File: src/hdl/stb_pkg.sv
// Shared types and constants for the band tracker: field widths, register
// indexes, reset values and trend codes. No dependencies.
`default_nettype none

package stb_pkg;

  // Default price word width (signed fixed point).
  localparam int PRICE_WIDTH_DEF = 32;

  // Configuration register widths and port sizing.
  localparam int PERIOD_W   = 8;
  localparam int MULT_W     = 16;
  localparam int CFG_DATA_W = 16;
  localparam int CFG_IDX_W  = 1;

  // Register indexes on the configuration port.
  localparam logic [CFG_IDX_W-1:0] CFG_PERIOD = 1'b0;
  localparam logic [CFG_IDX_W-1:0] CFG_MULT   = 1'b1;

  // Register reset values.
  localparam logic [PERIOD_W-1:0] PERIOD_RST = 8'd10;
  localparam logic [MULT_W-1:0]   MULT_RST   = 16'd768;

  // Bar counter width and its saturation value.
  localparam int               BARS_W   = 9;
  localparam logic [BARS_W-1:0] BARS_MAX = 9'd511;

  // Trend codes, also the two-bit signed direction on the result channel.
  localparam int              TREND_W    = 2;
  localparam logic [TREND_W-1:0] TREND_NONE = 2'b00;
  localparam logic [TREND_W-1:0] TREND_UP   = 2'b01;
  localparam logic [TREND_W-1:0] TREND_DOWN = 2'b11;

endpackage

`default_nettype wire

File: src/hdl/stb_if.sv
// Valid/ready channel interfaces for price bars in and trend results out.
// Depends on stb_pkg for the default price width and the trend code width.
`default_nettype none

interface stb_bar_if #(
  parameter int PRICE_WIDTH = stb_pkg::PRICE_WIDTH_DEF
);
  import stb_pkg::*;

  logic                          valid;
  logic                          ready;
  logic signed [PRICE_WIDTH-1:0] bar_high;
  logic signed [PRICE_WIDTH-1:0] bar_low;
  logic signed [PRICE_WIDTH-1:0] bar_close;
  logic                          series_start;

  modport source (output valid, bar_high, bar_low, bar_close, series_start, input ready);
  modport sink   (input valid, bar_high, bar_low, bar_close, series_start, output ready);
endinterface

interface stb_res_if #(
  parameter int PRICE_WIDTH = stb_pkg::PRICE_WIDTH_DEF
);
  import stb_pkg::*;

  logic                          valid;
  logic                          ready;
  logic signed [PRICE_WIDTH-1:0] trend_level;
  logic signed [TREND_W-1:0]     trend_direction;
  logic [PRICE_WIDTH-2:0]        range_average;

  modport source (output valid, trend_level, trend_direction, range_average, input ready);
  modport sink   (input valid, trend_level, trend_direction, range_average, output ready);
endinterface

`default_nettype wire

File: src/hdl/supertrend_band_tracker.sv
// Streaming Supertrend band tracker with a Wilder average true range.
// Depends on stb_pkg and the channel interfaces in stb_if.sv.
//
// Usage: price bars (high, low, close, series_start) arrive on bar_i, one
// beat per bar, and every bar yields exactly one result beat on res_o
// (trend level, direction, average true range). Bars before the seed bar
// give an all-zero result. The period and band multiplier are written on
// the plain configuration port while the block is idle.
// Timing: one shared adder/subtractor does all arithmetic under a small
// sequencer, so the block takes one bar at a time and drops ready while it
// works. The cost of a bar is set by the one-bit-per-cycle restoring
// divider (PRICE_WIDTH steps), the 16-step serial band multiply and, when
// smoothing, the 8-step multiply by P - 1.
// Output: the result sits in an output register, so the next bar is taken
// while a result still waits. If the receiver stalls, the sequencer holds
// the finished result in its last state until the output register frees.
// Reset: an asynchronous low reset clears the series state and restores the
// period (10) and multiplier (3.0 in Q8.8); res_o shows no beat.
`default_nettype none

module supertrend_band_tracker #(
  parameter int PRICE_WIDTH = stb_pkg::PRICE_WIDTH_DEF
) (
  input  logic                           clk_i,
  input  logic                           rst_ni,
  input  logic                           cfg_we_i,
  input  logic [stb_pkg::CFG_IDX_W-1:0]  cfg_idx_i,
  input  logic [stb_pkg::CFG_DATA_W-1:0] cfg_wdata_i,
  stb_bar_if.sink                        bar_i,
  stb_res_if.source                      res_o
);
  import stb_pkg::*;

  // Shared datapath width: covers the 16-bit-multiplier product.
  localparam int PW = PRICE_WIDTH;
  localparam int W  = PRICE_WIDTH + MULT_W;
  localparam int CW = $clog2(PRICE_WIDTH);

  localparam logic [PW-1:0] PMAX = {1'b0, {(PW - 1){1'b1}}};
  localparam logic [PW-1:0] PMIN = {1'b1, {(PW - 1){1'b0}}};

  typedef enum logic [3:0] {
    ST_IDLE,
    ST_TR0,
    ST_TR1,
    ST_TR2,
    ST_SUM,
    ST_SMUL,
    ST_SADD,
    ST_DIV,
    ST_BMUL,
    ST_HL2,
    ST_BUP,
    ST_BLO,
    ST_RATCHET,
    ST_TREND,
    ST_DONE
  } st_e;

  // Configuration registers.
  logic [PERIOD_W-1:0] period_q;
  logic [MULT_W-1:0]   mult_q;

  always_ff @(posedge clk_i or negedge rst_ni) begin
    if (!rst_ni) begin
      period_q <= PERIOD_RST;
      mult_q   <= MULT_RST;
    end else if (cfg_we_i) begin
      case (cfg_idx_i)
        CFG_PERIOD: period_q <= cfg_wdata_i[PERIOD_W-1:0];
        CFG_MULT:   mult_q   <= cfg_wdata_i[MULT_W-1:0];
        default:    ;
      endcase
    end
  end

  // A period of zero acts as one.
  logic [PERIOD_W-1:0] p_eff;
  logic [PERIOD_W-1:0] p_m1;
  assign p_eff = (period_q == '0) ? PERIOD_W'(1) : period_q;
  assign p_m1  = p_eff - PERIOD_W'(1);

  // Sequencer, bar and series state.
  st_e                 state_q;
  logic signed [PW-1:0] hi_q, lo_q, cl_q, pc_q;
  logic [BARS_W-1:0]   bars_q, idx_q;
  logic [PW-1:0]       tr_q;
  logic [PW+7:0]       sum_q;
  logic [PW-1:0]       atr_q;
  logic signed [PW-1:0] ub_q, lb_q, bu_q, bl_q, hl2_q;
  logic [TREND_W-1:0]  trend_q;
  logic                first_q, active_q;
  logic [W-1:0]        acc_q;
  logic [BARS_W-1:0]   rem_q;
  logic [PERIOD_W-1:0] div_q;
  logic [CW-1:0]       cnt_q;

  // Output register.
  logic                 ovalid_q;
  logic signed [PW-1:0] olevel_q;
  logic [TREND_W-1:0]   odir_q;
  logic [PW-2:0]        oavg_q;

  // Shared adder/subtractor and its operand selection.
  logic [W-1:0] alu_a, alu_b, alu_res;
  logic         alu_sub;
  logic         hi_lt_pc, lo_lt_pc;
  logic [W-1:0] hi_x, lo_x, pc_x, hl2_x, atr_x, tr_x;
  logic [BARS_W-1:0] rem_sh;

  assign hi_x   = {{(W - PW){hi_q[PW-1]}}, hi_q};
  assign lo_x   = {{(W - PW){lo_q[PW-1]}}, lo_q};
  assign pc_x   = {{(W - PW){pc_q[PW-1]}}, pc_q};
  assign hl2_x  = {{(W - PW){hl2_q[PW-1]}}, hl2_q};
  assign atr_x  = {{(W - PW){1'b0}}, atr_q};
  assign tr_x   = {{(W - PW){1'b0}}, tr_q};
  assign hi_lt_pc = hi_q < pc_q;
  assign lo_lt_pc = lo_q < pc_q;
  // Divider: shift in the next dividend bit beside the partial remainder.
  assign rem_sh = {rem_q[BARS_W-2:0], acc_q[PW-1]};

  always_comb begin
    alu_a   = '0;
    alu_b   = '0;
    alu_sub = 1'b0;
    case (state_q)
      ST_TR0: begin
        alu_a   = hi_x;
        alu_b   = lo_x;
        alu_sub = 1'b1;
      end
      ST_TR1: begin
        alu_a   = hi_lt_pc ? pc_x : hi_x;
        alu_b   = hi_lt_pc ? hi_x : pc_x;
        alu_sub = 1'b1;
      end
      ST_TR2: begin
        alu_a   = lo_lt_pc ? pc_x : lo_x;
        alu_b   = lo_lt_pc ? lo_x : pc_x;
        alu_sub = 1'b1;
      end
      ST_SUM: begin
        alu_a = {{(W - PW - 8){1'b0}}, sum_q};
        alu_b = tr_x;
      end
      ST_SMUL: begin
        alu_a = {acc_q[W-2:0], 1'b0};
        alu_b = p_m1[cnt_q[2:0]] ? atr_x : '0;
      end
      ST_SADD: begin
        alu_a = acc_q;
        alu_b = tr_x;
      end
      ST_DIV: begin
        alu_a   = {{(W - BARS_W){1'b0}}, rem_sh};
        alu_b   = {{(W - PERIOD_W){1'b0}}, div_q};
        alu_sub = 1'b1;
      end
      ST_BMUL: begin
        alu_a = {acc_q[W-2:0], 1'b0};
        alu_b = mult_q[cnt_q[3:0]] ? atr_x : '0;
      end
      ST_HL2: begin
        alu_a = hi_x;
        alu_b = lo_x;
      end
      ST_BUP: begin
        alu_a = hl2_x;
        alu_b = {8'd0, acc_q[W-1:8]};
      end
      ST_BLO: begin
        alu_a   = hl2_x;
        alu_b   = {8'd0, acc_q[W-1:8]};
        alu_sub = 1'b1;
      end
      default: ;
    endcase
  end

  assign alu_res = alu_a + (alu_b ^ {W{alu_sub}}) + W'(alu_sub);

  // Candidate true range beats the running maximum.
  logic tr_take;
  assign tr_take = $signed(alu_res) > $signed(acc_q);

  // Trial subtraction of the divider succeeds when the result is not negative.
  logic div_ge;
  assign div_ge = ~alu_res[W-1];

  // Saturation of a band sum to the signed price range.
  logic         band_fits;
  logic [PW-1:0] band_sat;
  assign band_fits = (&alu_res[W-1:PW-1]) | ~(|alu_res[W-1:PW-1]);
  assign band_sat  = band_fits ? alu_res[PW-1:0] : (alu_res[W-1] ? PMIN : PMAX);

  logic seed_now;
  assign seed_now = idx_q >= {1'b0, p_eff};

  logic [BARS_W-1:0] idx_new;
  assign idx_new = bar_i.series_start ? '0 : bars_q;

  always_ff @(posedge clk_i or negedge rst_ni) begin
    if (!rst_ni) begin
      state_q  <= ST_IDLE;
      hi_q     <= '0;
      lo_q     <= '0;
      cl_q     <= '0;
      pc_q     <= '0;
      bars_q   <= '0;
      idx_q    <= '0;
      tr_q     <= '0;
      sum_q    <= '0;
      atr_q    <= '0;
      ub_q     <= '0;
      lb_q     <= '0;
      bu_q     <= '0;
      bl_q     <= '0;
      hl2_q    <= '0;
      trend_q  <= TREND_NONE;
      first_q  <= 1'b0;
      active_q <= 1'b0;
      acc_q    <= '0;
      rem_q    <= '0;
      div_q    <= '0;
      cnt_q    <= '0;
      ovalid_q <= 1'b0;
      olevel_q <= '0;
      odir_q   <= TREND_NONE;
      oavg_q   <= '0;
    end else begin
      // A taken beat clears valid; a finished result reloads it in the same cycle.
      if (ovalid_q && res_o.ready && (state_q != ST_DONE)) begin
        ovalid_q <= 1'b0;
      end
      case (state_q)
        ST_IDLE: begin
          if (bar_i.valid) begin
            hi_q     <= bar_i.bar_high;
            lo_q     <= bar_i.bar_low;
            cl_q     <= bar_i.bar_close;
            first_q  <= 1'b0;
            active_q <= 1'b0;
            idx_q    <= idx_new;
            bars_q   <= (idx_new == BARS_MAX) ? BARS_MAX : idx_new + BARS_W'(1);
            if (bar_i.series_start) begin
              pc_q    <= '0;
              sum_q   <= '0;
              atr_q   <= '0;
              ub_q    <= '0;
              lb_q    <= '0;
              trend_q <= TREND_NONE;
            end
            // Bar zero only records its close.
            state_q <= (idx_new == '0) ? ST_DONE : ST_TR0;
          end
        end
        ST_TR0: begin
          acc_q   <= alu_res;
          state_q <= ST_TR1;
        end
        ST_TR1: begin
          if (tr_take) begin
            acc_q <= alu_res;
          end
          state_q <= ST_TR2;
        end
        ST_TR2: begin
          tr_q <= tr_take ? alu_res[PW-1:0] : acc_q[PW-1:0];
          if (trend_q == TREND_NONE) begin
            state_q <= ST_SUM;
          end else begin
            acc_q   <= '0;
            cnt_q   <= CW'(PERIOD_W - 1);
            state_q <= ST_SMUL;
          end
        end
        ST_SUM: begin
          sum_q <= alu_res[PW+7:0];
          if (seed_now) begin
            // Seed: divide the warm-up sum by the number of bars summed.
            first_q <= 1'b1;
            rem_q   <= alu_res[PW+8:PW];
            acc_q   <= {{(W - PW){1'b0}}, alu_res[PW-1:0]};
            div_q   <= idx_q[PERIOD_W-1:0];
            cnt_q   <= CW'(PW - 1);
            state_q <= ST_DIV;
          end else begin
            state_q <= ST_DONE;
          end
        end
        ST_SMUL: begin
          acc_q <= alu_res;
          cnt_q <= cnt_q - CW'(1);
          if (cnt_q == '0) begin
            state_q <= ST_SADD;
          end
        end
        ST_SADD: begin
          rem_q   <= alu_res[PW+8:PW];
          acc_q   <= {{(W - PW){1'b0}}, alu_res[PW-1:0]};
          div_q   <= p_eff;
          cnt_q   <= CW'(PW - 1);
          state_q <= ST_DIV;
        end
        ST_DIV: begin
          rem_q <= div_ge ? alu_res[BARS_W-1:0] : rem_sh;
          if (cnt_q == '0) begin
            atr_q   <= {acc_q[PW-2:0], div_ge};
            acc_q   <= '0;
            cnt_q   <= CW'(MULT_W - 1);
            state_q <= ST_BMUL;
          end else begin
            acc_q <= {{(W - PW){1'b0}}, acc_q[PW-2:0], div_ge};
            cnt_q <= cnt_q - CW'(1);
          end
        end
        ST_BMUL: begin
          acc_q <= alu_res;
          cnt_q <= cnt_q - CW'(1);
          if (cnt_q == '0) begin
            state_q <= ST_HL2;
          end
        end
        ST_HL2: begin
          // Arithmetic shift gives the floor of the midpoint.
          hl2_q   <= alu_res[PW:1];
          state_q <= ST_BUP;
        end
        ST_BUP: begin
          bu_q    <= band_sat;
          state_q <= ST_BLO;
        end
        ST_BLO: begin
          bl_q    <= band_sat;
          state_q <= ST_RATCHET;
        end
        ST_RATCHET: begin
          active_q <= 1'b1;
          if (first_q) begin
            ub_q    <= bu_q;
            lb_q    <= bl_q;
            trend_q <= (cl_q <= bu_q) ? TREND_DOWN : TREND_UP;
            state_q <= ST_DONE;
          end else begin
            // The upper band only moves down unless the last close broke it,
            // and the lower band mirrors that.
            if (bu_q < ub_q || pc_q > ub_q) begin
              ub_q <= bu_q;
            end
            if (bl_q > lb_q || pc_q < lb_q) begin
              lb_q <= bl_q;
            end
            state_q <= ST_TREND;
          end
        end
        ST_TREND: begin
          if (trend_q == TREND_UP) begin
            if (cl_q < lb_q) begin
              trend_q <= TREND_DOWN;
            end
          end else if (cl_q > ub_q) begin
            trend_q <= TREND_UP;
          end
          state_q <= ST_DONE;
        end
        ST_DONE: begin
          if (!ovalid_q || res_o.ready) begin
            ovalid_q <= 1'b1;
            pc_q     <= cl_q;
            if (active_q) begin
              olevel_q <= (trend_q == TREND_UP) ? lb_q : ub_q;
              odir_q   <= (trend_q == TREND_UP) ? TREND_UP : TREND_DOWN;
              oavg_q   <= atr_q[PW-1] ? {(PW - 1){1'b1}} : atr_q[PW-2:0];
            end else begin
              olevel_q <= '0;
              odir_q   <= TREND_NONE;
              oavg_q   <= '0;
            end
            state_q <= ST_IDLE;
          end
        end
        default: state_q <= ST_IDLE;
      endcase
    end
  end

  assign bar_i.ready           = (state_q == ST_IDLE);
  assign res_o.valid           = ovalid_q;
  assign res_o.trend_level     = olevel_q;
  assign res_o.trend_direction = odir_q;
  assign res_o.range_average   = oavg_q;

endmodule

`default_nettype wire

File: src/flat_wrapper.sv
// flat-port wrapper written by rule: the top's interface ports become plain ports
module supertrend_band_tracker_flat import stb_pkg::*;
#(
  parameter int PRICE_WIDTH = stb_pkg::PRICE_WIDTH_DEF
)
  (clk_i, rst_ni, cfg_we_i, cfg_idx_i, cfg_wdata_i, bar_i_valid, bar_i_bar_high, bar_i_bar_low, bar_i_bar_close, bar_i_series_start, bar_i_ready, res_o_valid, res_o_trend_level, res_o_trend_direction, res_o_range_average, res_o_ready);
  stb_bar_if #(.PRICE_WIDTH(PRICE_WIDTH)) bar_i_i ();
  stb_res_if #(.PRICE_WIDTH(PRICE_WIDTH)) res_o_i ();
  input  logic clk_i;
  input  logic rst_ni;
  input  logic cfg_we_i;
  input  logic [stb_pkg::CFG_IDX_W-1:0] cfg_idx_i;
  input  logic [stb_pkg::CFG_DATA_W-1:0] cfg_wdata_i;
  input wire logic [$bits(bar_i_i.valid)-1:0] bar_i_valid;
  input wire logic [$bits(bar_i_i.bar_high)-1:0] bar_i_bar_high;
  input wire logic [$bits(bar_i_i.bar_low)-1:0] bar_i_bar_low;
  input wire logic [$bits(bar_i_i.bar_close)-1:0] bar_i_bar_close;
  input wire logic [$bits(bar_i_i.series_start)-1:0] bar_i_series_start;
  output wire logic [$bits(bar_i_i.ready)-1:0] bar_i_ready;
  output wire logic [$bits(res_o_i.valid)-1:0] res_o_valid;
  output wire logic [$bits(res_o_i.trend_level)-1:0] res_o_trend_level;
  output wire logic [$bits(res_o_i.trend_direction)-1:0] res_o_trend_direction;
  output wire logic [$bits(res_o_i.range_average)-1:0] res_o_range_average;
  input wire logic [$bits(res_o_i.ready)-1:0] res_o_ready;
  assign bar_i_i.valid = bar_i_valid;
  assign bar_i_i.bar_high = bar_i_bar_high;
  assign bar_i_i.bar_low = bar_i_bar_low;
  assign bar_i_i.bar_close = bar_i_bar_close;
  assign bar_i_i.series_start = bar_i_series_start;
  assign bar_i_ready = bar_i_i.ready;
  assign res_o_valid = res_o_i.valid;
  assign res_o_trend_level = res_o_i.trend_level;
  assign res_o_trend_direction = res_o_i.trend_direction;
  assign res_o_range_average = res_o_i.range_average;
  assign res_o_i.ready = res_o_ready;
  supertrend_band_tracker #(.PRICE_WIDTH(PRICE_WIDTH)) u_core (.clk_i(clk_i), .rst_ni(rst_ni), .cfg_we_i(cfg_we_i), .cfg_idx_i(cfg_idx_i), .cfg_wdata_i(cfg_wdata_i), .bar_i(bar_i_i), .res_o(res_o_i));
endmodule
File: config.mk
export PLATFORM = sky130hd
export DESIGN_NAME = supertrend_band_tracker_flat
export DESIGN_NICKNAME = d
export VERILOG_FILES = /design/src/hdl/stb_pkg.sv /design/src/hdl/stb_if.sv /design/src/hdl/supertrend_band_tracker.sv /design/src/flat_wrapper.sv
export SDC_FILE = /design/constraint.sdc
export NUM_CORES = 2
export LEC_CHECK = 0
export BUFFER_PORTS_ARGS = -buffer_cell sky130_fd_sc_hd__buf_4
export CAP_MARGIN = 20
export CORE_UTILIZATION = 45
export DETAILED_ROUTE_END_ITERATION = 12
export PLACE_DENSITY_LB_ADDON = 0.15
export SETUP_SLACK_MARGIN = 0.15
export SLEW_MARGIN = 0
export SYNTH_ARGS = -nofsm -noshare
export SYNTH_HDL_FRONTEND = slang
export SYNTH_SLANG_ARGS = --single-unit
File: constraint.sdc
create_clock -name clk_i -period 22.3 [get_ports clk_i]
set_input_delay 4.46 -clock clk_i [delete_from_list [all_inputs] [get_ports clk_i]]
set_output_delay 4.46 -clock clk_i [all_outputs]
set_load 0.03 [all_outputs]
Yosys cells after proc, flatten, opt, wreduce, memory -nomap -nowiden. Cells that the tools add are included.

Add/sub/neg operators: 5. Multipliers: 0. Divide/modulo/power cells: 0. Magnitude comparators: 13. Equal/unequal tests: 31. Shifts and indexed selects: 0. Multiplexer cells: 79. Bitwise gates (word level): 5. Reduce and logical (&&, ||, !) cells: 45.

Operators with widths (number): $pmux W48 S8 (2); $mux W32 (16); $mux W48 (7); $pmux W48 S6 (1); $pmux W32 S2 (4); $lt A32 B32 Y1 (5); $gt A32 B32 Y1 (3); $mux W40 (2); $pmux W40 S2 (1); $mux W31 (2); $pmux W4 S15 (1); $add A48 B1 Y48 (1); $add A48 B48 Y48 (1); $gt A48 B48 Y1 (1); $xor A48 B48 Y48 (1); $le A32 B32 Y1 (1); $mux W8 (4); $eq A4 B4 Y1 const B (7); $mux W4 (7); $pmux W5 S5 (1); $pmux W8 S3 (1); $mux W2 (10); $reduce_and A4 Y1 (5); $mux W9 (2); 46 further kinds (92).

Flip-flop bits (word level): 577. Latch bits: 0. Bits in writable memories: 0. ROM bits: 0. Input bits: 119. Output and inout bits: 67. Word-level logic and storage cells: 206. Memories kept: 0.

Logic depth before layout (Yosys ltp).
Word-level depth: 14. Gate-level depth with buffers: 45. Gate-level depth less buffers: 41.

Worst setup path after synthesis. No wires, ideal clock.

Kind: register -> register. Start point: register u_core.pc_q[25]. End point: register u_core.tr_q[26]. Setup time: 133 ps. Data arrival time: 8900 ps. Required time: 22167 ps. Path slack: 13266 ps. Cell stages (with the launch flop): 37. Path buffers: 3. Clock period less this slack: 9034 ps. Cells stage by stage: dfrtp_1 inv_1 ha_1 a21o_1 a221o_1 a221o_1 o2bb2ai_1 a211oi_4 clkbuf_1 buf_1 mux2i_1 o22ai_1 a211o_1 ha_1 a21o_1 a21o_1 a21oi_1 o31ai_1 a221oi_1 and3_4 xor2_1 inv_1 ha_1 a21o_1 a21o_1 a21o_1 a21o_1 a21o_1 a21o_1 a21o_1 a21o_1 a2111oi_0 nand3b_1 o211ai_1 clkbuf_1 mux2i_1 o21ai_0.

Word-level cells in the longest chain between the ends: 8. Elaborated cells on any way between the ends: 13. Classes of those cells: add/sub (2); order compare (3); mux (7); bitwise (1).

Ends and longest elaborated chain: start, declared (line supertrend_band_tracker.sv:85) `logic signed [PW-1:0] hi_q, lo_q, cl_q, pc_q;`; start signal, assigned (line supertrend_band_tracker.sv:369) `pc_q <= cl_q;`; $lt A32 B32 Y1 (on tied branches) (line supertrend_band_tracker.sv:118, supertrend_band_tracker.sv:117); $mux W48 (on tied branches) (line supertrend_band_tracker.sv:139, supertrend_band_tracker.sv:134); $pmux W48 S8 (line supertrend_band_tracker.sv:126) `case (state_q)`; $xor A48 B48 Y48 (line supertrend_band_tracker.sv:180) `assign alu_res = alu_a + (alu_b ^ {W{alu_sub}}) + W'(alu_sub);`; $add A48 B48 Y48 (*) (line supertrend_band_tracker.sv:180); $add A48 B1 Y48 (*) (line supertrend_band_tracker.sv:180); via u_core.alu_res[17] (line supertrend_band_tracker.sv:105) `logic [W-1:0] alu_a, alu_b, alu_res;`; $gt A48 B48 Y1 (*) (line supertrend_band_tracker.sv:184) `assign tr_take = $signed(alu_res) > $signed(acc_q);`; $mux W32 (*) (line supertrend_band_tracker.sv:268) `tr_q <= tr_take ? alu_res[PW-1:0] : acc_q[PW-1:0];`; end signal, assigned (line supertrend_band_tracker.sv:268); end, declared (line supertrend_band_tracker.sv:87) `logic [PW-1:0] tr_q;`.

Mark *: on every way through the listed nets, which the timed path passes. The rest lies on a longest branch. A chain may end at the register's enable or synchronous reset.

Worst setup path after layout.
Start point: register u_core.period_q[2]. End point: register u_core.acc_q[28].

Word-level cells in the longest chain between the ends: 13. Elaborated cells on any way between the ends: 18. Classes of those cells: add/sub (3); order compare (2); eq/ne (2); mux (8); bitwise (1); reduce/logical (2).

Ends and longest elaborated chain: start, declared (line supertrend_band_tracker.sv:61) `logic [PERIOD_W-1:0] period_q;`; start signal, assigned (line supertrend_band_tracker.sv:70) `CFG_PERIOD: period_q <= cfg_wdata_i[PERIOD_W-1:0];`; $logic_not A8 Y1 (line supertrend_band_tracker.sv:80) `assign p_eff = (period_q == '0) ? PERIOD_W'(1) : period_q;`; $mux W8 (*) (line supertrend_band_tracker.sv:80); $sub A8 B1 Y8 (line supertrend_band_tracker.sv:81) `assign p_m1 = p_eff - PERIOD_W'(1);`; $bmux W1 S3 (line supertrend_band_tracker.sv:148) `alu_b = p_m1[cnt_q[2:0]] ? atr_x : '0;`; $mux W1 (implied by the code) (line supertrend_band_tracker.sv:148); $mux W32 (line supertrend_band_tracker.sv:148); $pmux W48 S8 (line supertrend_band_tracker.sv:126); $xor A48 B48 Y48 (line supertrend_band_tracker.sv:180); $add A48 B48 Y48 (line supertrend_band_tracker.sv:180); $add A48 B1 Y48 (line supertrend_band_tracker.sv:180); $gt A48 B48 Y1 (line supertrend_band_tracker.sv:184); $ne A2 B1 Y1 (no line); $reduce_and A4 Y1 (no line); end signal, assigned (line supertrend_band_tracker.sv:258) `acc_q <= alu_res;`; end signal, assigned (line supertrend_band_tracker.sv:263) `acc_q <= alu_res;`; end signal, assigned (line supertrend_band_tracker.sv:283) `acc_q <= {{(W - PW){1'b0}}, alu_res[PW-1:0]};`; end, declared (line supertrend_band_tracker.sv:93) `logic [W-1:0] acc_q;`.

Mark *: on every way between the ends. The rest lies on a longest branch, timed or not. The select of a mux whose other input is x is not followed.

==> results.ini <==
[run_status]
result_of_the_run=finished clean

[yosys]
synth-seq-cells=577
dominantRegCellSynth=dfrtp_1
count_of_flip_flops_with_a_built_in_enable_after_synthesis=0
synth_nets=5034
total_standard_cell_area_after_synthesis_mm2=0.0395
synthArstFlopShare_pct=100
ys_types=93
synth_commonest_cells=830 x nand2_1, 573 x dfrtp_1, 389 x ha_1
synth.yosys.warnings=0
synth.largest_area_cell=dfrtp_1
synthesis.instances=4525
synth.avg_cell_area_um2=8.72
synth.area.top_cells=dfrtp_1 36%, ha_1 12%, nand2_1 7.9%
ys_seq_area_share_pct=36.6
synth_top_cell_area_share_pct=36.3
synth.most_common_cell=nand2_1

[setup_path]
crit_family=simple AND/OR/NAND/NOR gates
critPathLaunch=u_core.period_q[2]
worstReg2RegStart=u_core.period_q[2]
critical_path.max_stage_delay_ns=0.74
timing.critical_path.required_ns=22.78
crit_path_max_fanout=63
worstSetupPathType=flip-flop to flip-flop
worstSetupEndpointType=flip-flop
cp_num_buf_inv=4
worst_path_most_repeated_cell=nand2_1
cp_slowest_cell=nor3_1
timing.critical_path.from_type=flip-flop
cp.arrival_ns=11.72

[power_and_ir_drop]
power.share.combinational_pct=36.5
netSwitchingFraction_pct=39.4
leakagePower_nw=22.2
max-vdd-ir-drop_mv=0.112
internal_power_mw=2.44
power_density_mw_per_mm2=89.9
power.share.clock_pct=31.6
switching_power_mw=1.59
power_mw=4.02
seq_power_share_pct=31.9

[sta]
final_hold_slack_ns=0.480
transition_time_at_the_pin_with_the_least_slew_margin_ns=1.25
final-max-slew-violation-count=0
final-hold-violation-count=0
fmax_ghz=0.0890
finalCriticalPeriod_ns=11.23
setup_violations=0
grt_setup_unrepaired=false
setup_tns_ns=0
max-slew-margin-rel_pct=16.2
final_ws_setup_ns=11.07
clock-skew-final_ns=0.0207
period_share_pct=50.4

[layout]
finalInstanceArea_mm2=0.0448
flip_flop_count_of_the_largest_register_after_layout=48
ff_latch_area_mm2=0.0144
ratio_of_cells_with_drive_above_1_in_the_final_layout_pct=10.7
design.final.nets=5112
syn2layout_area_growth_pct=13.4
top_register=u_core.acc_q
layout.filler_cells=8244
multi_input_gate_area_mm2=0.0232
registers_with_the_highest_flip_flop_counts=u_core.acc_q (48), u_core.sum_q (40)

[min_path]
holdCritPathClass=flip-flop to flip-flop
hold_path_startpoint=u_core.tr_q[4]

[placement]
preCtsSetupSlack_ns=11.43
io_buffer_count=185
gpl.final_weighted_congestion=0.989
hpwl_um=107000
post_dp_cell_area_mm2=0.0422

[run]
max_cap_viol_count=0

[die]
die_area_mm2=0.0889
io_count=186
area_of_the_placeable_core_mm2=0.0869
fp.dieH_um=298
placementRows=108
start_util_pct=45.4
die_width_um=298

[detailed_routing]
wl_um=146000
drt-pass1-iter-count=7
post_drt_wl_per_cell_um=25.1
route.antenna.remaining_nets=0
drt_drc_violations_left=0
detailedRoute.firstIterationViolations=3973
detailroute.via_count=36200
post_drt_via_cell_ratio=6.21

[global_route]
antenna_found_initial=5
globalRouteOverflowTotal=0
global_route.usage.total_pct=32.6
grt_pass1_vias=34700
grt_max_degree=163
first_pass_grt_wire_length_um=222000

[clocking]
cts.repair.resized=0
postCtsHoldBufs=0
cts_inserted_buffers=72
number_of_clock_sinks=577
post_cts_buffers=0
clock_tree.buffer_depth=3
clock-root-buffer=clkbuf_16
cts_tree=yes
clkSlewWorstSetupHoldPaths_ns=0.06
worst_skew_late_latency_ns=0.64
cts_max_level=3

==> cells in the final DEF (no fill, tap or decap), types with 36 or more instances in the layout <==
cell type and count:
a21o_1 132, a21oi_1 244, a222oi_1 59, a22o_1 88, a22oi_1 92, buf_4 272, clkbuf_16 78, dfrtp_1 572
ha_1 389, inv_1 248, mux2i_1 166, nand2_1 827, nand2b_1 47, nand3_1 70, nand4_1 74, nor2_1 221
nor2b_1 44, o211ai_1 38, o21ai_0 317, o22ai_1 45, o311ai_1 36, xnor2_1 62
==> power groups by stage <==
stage,sequential (mW),combinational (mW),clock (mW)
floorplan,1.19,0.927,0
global placement,1.29,1.40,0
detailed placement,1.29,1.41,0
CTS,1.27,1.42,1.29
global route,1.28,1.58,1.33
finish,1.28,1.47,1.27
==> final cells by class <==
type,instances,share of cell area [%]
Multi-Input combinational cell,3424,51.9
Sequential cell,577,32.3
Timing Repair Buffer,277,4.81
Clock buffer,100,4.72
Tap cell,1155,3.23
Inverter,251,2.11
Clock inverter,32,0.984
Antenna cell,3,0.0168
==> metrics by stage <==
stage          std cells  utilization [%]
6_report            5819             51.5
3_3_place_gp        5680             48.5
2_1_floorplan       4525                -
5_1_grt             5816             51.5
3_5_place_dp        5681             48.5
4_1_cts             5813             51.5
==> path summary, 6_finish.rpt <==
path                       cells after the start                to  slack, ns
setup / recovery                              42  u_core.acc_q[28]      11.07
max in group asynchronous                      5   u_core.cnt_q[0]      15.79
hold reg to reg                                2    u_core.tr_q[4]       0.48
hold / removal                                 2    u_core.tr_q[4]       0.48
min in group asynchronous                      1    u_core.lb_q[2]       3.87
setup reg to reg                              42  u_core.acc_q[28]      11.07
==> cells by family (layout without fill, tap and decap cells) <==
| kind of cell | Yosys count | count (layout) | share of synthesized area, % |
|---|---|---|---|
| simple gates | 1427 | 1427 | 15.8 |
| fa+ha+maj | 390 | 390 | 12.4 |
| mux | 206 | 206 | 5.46 |
| xor+xnor | 84 | 84 | 1.88 |
| buf+inv | 524 | 660 | 5.06 |
| other cells | 0 | 3 | 0 |
| flops | 577 | 577 | 36.6 |
| compound gates | 1317 | 1317 | 22.9 |
==> tightest hold or removal path: stages, from the launching register on <==
cell and delay [ns]:
dfrtp_1 0.34, nand2_1 0.05, o21ai_0 0.06
==> metal layers <==
metal	wire length, um	global-route usage [%]	share of wire [%]	vias up
met4	5940	12.3	4.1	4
li1	-	-	-	16600
met2	63000	48.7	43	1604
met5	29	0	0.020	-
met1	64300	46.8	44	17700
met3	12900	5.97	8.8	307
(Power assumes the default switching activity.)
